--- src/hw/rtl/skn_pkg.sv ---
package skn_pkg;

    localparam int DATA_WIDTH_DEF = 32;
    localparam int NUM_AXES       = 6;
    localparam int MEAS_W         = 32;
    localparam int EST_W          = 32;
    localparam int VAR_W          = 32;
    localparam int GAIN_FRAC      = 24;
    localparam int NORM_FRAC      = 16;
    localparam int SCALE_FRAC     = 32;
    localparam int LAM_W          = 17;
    localparam int REF_W          = 31;
    localparam int CFG_W          = 32;
    localparam int CFG_IDX_W      = 4;

    localparam logic [LAM_W-1:0] LAM_ONE = 17'h10000;

    // Register indexes on the configuration port.
    localparam logic [CFG_IDX_W-1:0] REG_Q_ACCEL     = 4'd0;
    localparam logic [CFG_IDX_W-1:0] REG_R_ACCEL     = 4'd1;
    localparam logic [CFG_IDX_W-1:0] REG_Q_MAGNET    = 4'd2;
    localparam logic [CFG_IDX_W-1:0] REG_R_MAGNET    = 4'd3;
    localparam logic [CFG_IDX_W-1:0] REG_P_INITIAL   = 4'd4;
    localparam logic [CFG_IDX_W-1:0] REG_NORM_WEIGHT = 4'd5;
    localparam logic [CFG_IDX_W-1:0] REG_GRAVITY_REF = 4'd6;
    localparam logic [CFG_IDX_W-1:0] REG_FIELD_REF   = 4'd7;

    localparam logic [VAR_W-1:0] RST_NOISE     = 32'd16777;
    localparam logic [VAR_W-1:0] RST_P_INITIAL = 32'd16777216;
    localparam logic [LAM_W-1:0] RST_WEIGHT    = 17'd0;
    localparam logic [REF_W-1:0] RST_REF       = 31'd65536;

    typedef struct packed {
        logic signed [MEAS_W-1:0] meas_ax;
        logic signed [MEAS_W-1:0] meas_ay;
        logic signed [MEAS_W-1:0] meas_az;
        logic signed [MEAS_W-1:0] meas_mx;
        logic signed [MEAS_W-1:0] meas_my;
        logic signed [MEAS_W-1:0] meas_mz;
    } meas_t;

    typedef struct packed {
        logic signed [EST_W-1:0] est_ax;
        logic signed [EST_W-1:0] est_ay;
        logic signed [EST_W-1:0] est_az;
        logic signed [EST_W-1:0] est_mx;
        logic signed [EST_W-1:0] est_my;
        logic signed [EST_W-1:0] est_mz;
    } est_t;

endpackage

--- src/hw/rtl/skn_lane.sv ---
module skn_lane #(
    parameter int DATA_WIDTH = skn_pkg::DATA_WIDTH_DEF
) (
    input  logic                               clk,
    input  logic                               rst_n,
    input  logic                               start,
    input  logic signed [DATA_WIDTH-1:0]       x_in,
    input  logic [skn_pkg::VAR_W-1:0]          p_in,
    input  logic [skn_pkg::VAR_W-1:0]          q,
    input  logic [skn_pkg::VAR_W-1:0]          r,
    input  logic signed [skn_pkg::MEAS_W-1:0]  z,
    output logic                               done,
    output logic signed [DATA_WIDTH-1:0]       x_out,
    output logic [skn_pkg::VAR_W-1:0]          p_out
);
    import skn_pkg::*;

    localparam int W     = DATA_WIDTH;
    localparam int DW    = ((W > MEAS_W) ? W : MEAS_W) + 1;
    localparam int KW    = GAIN_FRAC + 1;
    localparam int PW    = VAR_W + 1;
    localparam int NW    = VAR_W + GAIN_FRAC + 1;
    localparam int A1W   = DW + KW;
    localparam int A2W   = VAR_W + KW;
    localparam int CNT_W = $clog2(KW);

    localparam logic [KW-1:0]   K_ONE = KW'(1) << GAIN_FRAC;
    localparam logic [A1W:0]    HALF1 = (A1W + 1)'(1) << (GAIN_FRAC - 1);
    localparam logic [A2W:0]    HALF2 = (A2W + 1)'(1) << (GAIN_FRAC - 1);
    localparam logic [DW+1:0]   XCAP  = (DW + 2)'(1) << (W - 1);

    typedef enum logic [7:0] {
        L_IDLE = 8'b00000001,
        L_DEN  = 8'b00000010,
        L_DIVI = 8'b00000100,
        L_DIV  = 8'b00001000,
        L_MULI = 8'b00010000,
        L_MUL  = 8'b00100000,
        L_RND  = 8'b01000000,
        L_FIN  = 8'b10000000
    } lane_state_t;

    lane_state_t                state_reg;
    logic [CNT_W-1:0]           cnt_reg;
    logic [VAR_W-1:0]           p_reg;
    logic signed [W-1:0]        x_reg;
    logic signed [MEAS_W-1:0]   z_reg;
    logic [PW-1:0]              den_reg;
    logic [PW-1:0]              rem_reg;
    logic [KW-1:0]              nlow_reg;
    logic [KW-1:0]              k_reg;
    logic signed [DW-1:0]       diff_reg;
    logic [DW-1:0]              a1_reg;
    logic [KW-1:0]              b1_reg;
    logic [KW-1:0]              b2_reg;
    logic [A1W-1:0]             acc1_reg;
    logic [A2W-1:0]             acc2_reg;
    logic signed [W:0]          rs_reg;
    logic                       done_reg;
    logic signed [W-1:0]        x_out_reg;
    logic [VAR_W-1:0]           p_out_reg;

    logic [VAR_W:0]             p_sum;
    logic [VAR_W-1:0]           p_sat;
    logic [PW-1:0]              den_sum;
    logic [NW-1:0]              num;
    logic [PW:0]                rem_sh;
    logic                       div_ge;
    logic [PW:0]                rem_dif;
    logic signed [DW-1:0]       diff_val;
    logic [DW-1:0]              diff_mag;
    logic [KW-1:0]              k_use;
    logic [A1W:0]               rnd1;
    logic [DW+1:0]              m1;
    logic [DW+1:0]              m1_cap;
    logic signed [W:0]          rs_val;
    logic signed [W+1:0]        xsum;
    logic signed [W-1:0]        xsat;
    logic [A2W:0]               rnd2;

    always_comb
    begin
        p_sum    = {1'b0, p_in} + {1'b0, q};
        p_sat    = p_sum[VAR_W] ? {VAR_W{1'b1}} : p_sum[VAR_W-1:0];
        den_sum  = {1'b0, p_reg} + {1'b0, r};
        num      = (NW'(p_reg) << GAIN_FRAC) + NW'(den_reg >> 1);
        rem_sh   = {rem_reg, nlow_reg[KW-1]};
        div_ge   = rem_sh >= {1'b0, den_reg};
        rem_dif  = rem_sh - {1'b0, den_reg};
        diff_val = DW'(z_reg) - DW'(x_reg);
        diff_mag = diff_reg[DW-1] ? DW'(-diff_reg) : DW'(diff_reg);
        // A zero denominator means zero variance and zero noise: no update.
        k_use    = (den_reg == '0) ? '0 : k_reg;
        rnd1     = {1'b0, acc1_reg} + HALF1;
        m1       = rnd1[A1W:GAIN_FRAC];
        m1_cap   = (m1 > XCAP) ? XCAP : m1;
        if (diff_reg[DW-1])
        begin
            rs_val = -$signed({1'b0, m1_cap[W-1:0]});
        end
        else if (m1_cap == XCAP)
        begin
            rs_val = $signed({1'b0, m1_cap[W-1:0] - 1'b1});
        end
        else
        begin
            rs_val = $signed({1'b0, m1_cap[W-1:0]});
        end
        xsum = (W + 2)'(x_reg) + (W + 2)'(rs_reg);
        if (xsum[W+1] && !(&xsum[W:W-1]))
        begin
            xsat = $signed({1'b1, {(W-1){1'b0}}});
        end
        else if (!xsum[W+1] && (|xsum[W:W-1]))
        begin
            xsat = $signed({1'b0, {(W-1){1'b1}}});
        end
        else
        begin
            xsat = xsum[W-1:0];
        end
        rnd2 = {1'b0, acc2_reg} + HALF2;
    end

    always_ff @(posedge clk or negedge rst_n)
    begin
        if (!rst_n)
        begin
            state_reg <= L_IDLE;
            cnt_reg   <= '0;
            done_reg  <= 1'b0;
        end
        else
        begin
            done_reg <= (state_reg == L_FIN);
            unique case (state_reg)
                L_IDLE:
                begin
                    if (start)
                    begin
                        state_reg <= L_DEN;
                    end
                end
                L_DEN:
                begin
                    state_reg <= L_DIVI;
                end
                L_DIVI:
                begin
                    cnt_reg   <= CNT_W'(KW - 1);
                    state_reg <= L_DIV;
                end
                L_DIV:
                begin
                    cnt_reg <= cnt_reg - 1'b1;
                    if (cnt_reg == '0)
                    begin
                        state_reg <= L_MULI;
                    end
                end
                L_MULI:
                begin
                    cnt_reg   <= CNT_W'(KW - 1);
                    state_reg <= L_MUL;
                end
                L_MUL:
                begin
                    cnt_reg <= cnt_reg - 1'b1;
                    if (cnt_reg == '0)
                    begin
                        state_reg <= L_RND;
                    end
                end
                L_RND:
                begin
                    state_reg <= L_FIN;
                end
                L_FIN:
                begin
                    state_reg <= L_IDLE;
                end
                default:
                begin
                    state_reg <= L_IDLE;
                end
            endcase
        end
    end

    always_ff @(posedge clk)
    begin
        case (state_reg)
            L_IDLE:
            begin
                p_reg <= p_sat;
                x_reg <= x_in;
                z_reg <= z;
            end
            L_DEN:
            begin
                den_reg  <= den_sum;
                diff_reg <= diff_val;
            end
            L_DIVI:
            begin
                rem_reg  <= PW'(num[NW-1:KW]);
                nlow_reg <= num[KW-1:0];
                k_reg    <= '0;
            end
            L_DIV:
            begin
                rem_reg  <= div_ge ? rem_dif[PW-1:0] : rem_sh[PW-1:0];
                k_reg    <= {k_reg[KW-2:0], div_ge};
                nlow_reg <= nlow_reg << 1;
            end
            L_MULI:
            begin
                a1_reg   <= diff_mag;
                b1_reg   <= k_use;
                b2_reg   <= K_ONE - k_use;
                acc1_reg <= '0;
                acc2_reg <= '0;
            end
            L_MUL:
            begin
                acc1_reg <= (acc1_reg << 1) + (b1_reg[KW-1] ? A1W'(a1_reg) : '0);
                acc2_reg <= (acc2_reg << 1) + (b2_reg[KW-1] ? A2W'(p_reg) : '0);
                b1_reg   <= b1_reg << 1;
                b2_reg   <= b2_reg << 1;
            end
            L_RND:
            begin
                rs_reg    <= rs_val;
                p_out_reg <= rnd2[GAIN_FRAC +: VAR_W];
            end
            L_FIN:
            begin
                x_out_reg <= xsat;
            end
            default:
            begin
            end
        endcase
    end

    assign done  = done_reg;
    assign x_out = x_out_reg;
    assign p_out = p_out_reg;

endmodule

--- config.mk ---
export PLATFORM = sky130hd
export DESIGN_NAME = skn_lane
export DESIGN_NICKNAME = d
export VERILOG_FILES = /design/src/hw/rtl/skn_pkg.sv /design/src/hw/rtl/skn_lane.sv
export SDC_FILE = /design/constraint.sdc
export NUM_CORES = 1
export LEC_CHECK = 0
export BUFFER_PORTS_ARGS = -buffer_cell sky130_fd_sc_hd__buf_2
export CAP_MARGIN = 10
export CORE_MARGIN = 8
export CORE_UTILIZATION = 50
export CTS_BUF_LIST = sky130_fd_sc_hd__clkbuf_4
export CTS_CLUSTER_DIAMETER = 80
export DETAILED_ROUTE_END_ITERATION = 8
export HOLD_SLACK_MARGIN = 0.06
export PLACE_DENSITY_LB_ADDON = 0.1
export SYNTH_ARGS = -nofsm -noshare
export SYNTH_HDL_FRONTEND = slang
export SYNTH_SLANG_ARGS = --single-unit
--- constraint.sdc ---
create_clock -name clk -period 6.6 [get_ports clk]
set_clock_uncertainty 0.1 [all_clocks]
set_input_delay 1.32 -clock clk [delete_from_list [all_inputs] [get_ports clk]]
set_output_delay 1.32 -clock clk [all_outputs]
set_load 0.005 [all_outputs]
==> metrics <==
Final Slew Violations=0; fraction of final layout cells sized beyond drive strength 1=13.58%; post-synthesis average cell area=9.993 sq um; length of routed met2 wiring=40,180 um; delay of the slowest critical-path stage=0.58 ns; count of antenna-violating nets left after detailed routing=0; Hold Path Origin=x_in[10]; critical path, cell by cell=ha_1 > nand2_1 > nor3_2 > nand2_1 > nor3_1 > xnor2_1 > nand2_1 > o31ai_4 > nand2_1 > ha_1 > buf_4 > and3_1 > and2_1 > nor2_4 > or2_2 > a211oi_1 > a21oi_1; Routed WL=92,260 um; count of endpoints failing setup in the final report=0; Clock Tree Buf Depth=3; Critical Path Start Type=flip-flop; Met1 Routed Length=44,000 um; category of the most critical setup path=reg -> reg; clock root buffer master=sky130_fd_sc_hd__clkbuf_4; max-capacitance violation count=0; Die W=284.9 um; Synth Register Bits=552; final period utilization=84.30%; sequential-to-total area share from yosys stat=45.67%; worst hold path type=in -> reg; TritonCTS clock tree=yes; setup repair after global routing missed its margin=no; status=finished clean; router iterations before antenna repair=6; clock slew seen by the registers of the worst setup and hold paths=0.07 ns; gp weighted congestion=0.8851; Iter 0 DRT Violations=2,235; Synthesis Warnings=0; DRC violations left=0; most common library cell in the layout ignoring fill and taps=sky130_fd_sc_hd__edfxtp_1; Area Overhead vs Synth=11.38%; WL met3=5881 um; count of endpoints failing hold in the final timing report=0; total power=13.26 mW; cell with the biggest individual delay on the critical path=sky130_fd_sc_hd__and3_1; final net count=4,318; post-detailed-route wirelength per cell=18.52 um; pre-CTS worst setup slack=1.213 ns; arrival time of the worst setup path=6.19 ns; number of global-route vias before repair=27,380; leading cell types in the layout, fill and taps excluded=sky130_fd_sc_hd__edfxtp_1, sky130_fd_sc_hd__nand2_1, sky130_fd_sc_hd__nor2_1; Post-Syn Nets=4,029; CTS sink count=552; number of antenna violations at the first check in global routing=5; post-synth cell types=88; cells after synthesis=3,617; number of buffers and inverters on the critical path=1; kind of end point of the critical path=flip-flop; Die Outline Area=0.08115 sq mm; number of cell rows=98; worst slew pin tran=1.139 ns; worst hold slack=0.3562 ns; Initial Utilization=50.56%; FFs w/ async S/R, synth=2.536%; gate family responsible for the most delay along the worst path=simple AND/OR/NAND/NOR gates; total leakage power=16.36 nW; I/O pin count=228; power per cell area=329.3 mW/mm^2; library cell appearing most often on the critical path=sky130_fd_sc_hd__nand2_1; worst flop-to-flop path startpoint=acc1_reg[24]; maximum VDD drop=287.3 uV; Max FO, Critical Path=17; overflow left after global routing=0; max_slew headroom=23.74%; Layout Utilization=56.31%; slack of the critical path=1.036 ns; global-route wire length before repair=146,400 um; DR vias/cell=5.684; Total Routing Usage GR=22.12%; Reg2Reg Setup Slack=1.04 ns; max FFs per register=58; CTS H-tree lvls=4; number of buffers created by CTS=157; clock period minus final worst setup slack=5.564 ns; filler cell count in the final layout=6,553; Resized Gates After CTS=0; IO Port Bufs=227; placed wire-length estimate=67,250 um; highest metal layer used by the detailed router=met5; data required time at the worst endpoint=7.22 ns; critical path startpoint=acc1_reg[24]; pin count of the biggest net entering global routing=156; Most used DFF post-synth=sky130_fd_sc_hd__edfxtp_1; FMAX=179.7 MHz; Die H=284.9 um; Clock Latency Late Sink=1.03 ns; vias post-DR=28,310; placeable core region=0.07149 sq mm; number of enable-type register cells in the synthesized netlist=538; post-synthesis instance area=0.03614 sq mm; sum of negative setup slack=0 ns
-- per-layer routing --
| metal | GRT usage, % | vias to the layer above |
|---|---|---|
| li1 | - | 14030 |
| met1 | 31.93 | 13320 |
| met2 | 33.24 | 813 |
| met3 | 4.176 | 157 |
| met4 | 7.458 | 2 |
| met5 | 0 | - |
-- synthesized netlist by cell type (all sizes together), types with 17 or more instances --
library cell / n / area (sq um)
ha: 241 / 3015
o21a: 60 / 450.4
xnor2: 227 / 1988
inv: 153 / 574.3
xor2: 119 / 1042
and3: 49 / 306.5
nand2b: 55 / 344.1
and2: 116 / 726.9
nor4: 34 / 212.7
a21oi: 268 / 1341
nand3: 107 / 540.5
o31ai: 21 / 171.4
o21ai: 206 / 1031
o211ai: 17 / 127.6
mux2i: 28 / 280.3
nor2b: 39 / 244.0
nand2: 302 / 1134
nor3: 84 / 430.4
or3: 47 / 294.0
a211oi: 26 / 200.2
edfxtp: 538 / 16160
o21bai: 26 / 195.2
a31oi: 27 / 168.9
a21o: 120 / 900.9
nor2: 288 / 1089
clkbuf: 91 / 341.6
nand4: 56 / 350.3
buf: 32 / 153.9
or2: 21 / 131.4
-- worst paths after layout --
kind | endpoint | cells past startpoint
max | rs_reg[12] | 17
min | x_reg[10] | 1
max reg2reg | rs_reg[12] | 17
min reg2reg | a1_reg[0] | 0
max in group asynchronous | done | 2
min in group asynchronous | state_reg[2] | 2
-- where the power goes --
group	switching (mW)	internal (mW)	leakage, nW	total (mW)
Sequential	0.496	4.75	5.39	5.24
Clock	1.52	1.68	1.17	3.20
Combinational	2.78	2.03	9.80	4.81
-- stage by stage --
| stage | std cells | cell area [sq um] |
|---|---|---|
| floorplan | 3617 | 36140 |
| global placement | 4696 | 38230 |
| detailed placement | 4696 | 38230 |
| CTS | 4970 | 40230 |
| global route | 4971 | 40230 |
| finish | 4981 | 40260 |
-- cells by family (layout without fill, tap and decap cells) --
family	count (synthesis)	in the layout	share of synthesized area [%]
AO/OA/AOI/OAI	904	904	15.90
adder cells (fa/ha/maj)	249	249	8.786
multiplexers	29	29	0.8066
AND/OR/NAND/NOR	1261	1261	17.49
other	0	11	0
buffers and inverters	276	679	2.960
XOR/XNOR	346	346	8.384
flip-flops	552	552	45.67
-- cell type report --
class	count	area, sq um	area share, %
well taps	950	1189	2.953
repair buffers	253	1346	3.344
clock buffers	224	1682	4.177
multi-input cells	2789	18620	46.26
flip-flops and latches	552	16510	41.01
diodes	11	27.53	0.06838
inverters	153	576.8	1.433
clock inverters	49	306.5	0.7615
-- repair_timing --
action,4_1_cts,5_1_grt
hold buffers,1,0
hold endpoints to repair,9,0
endpoints found under the setup margin,0,0
setup buffers,0,0
(Power assumes the default switching activity.)
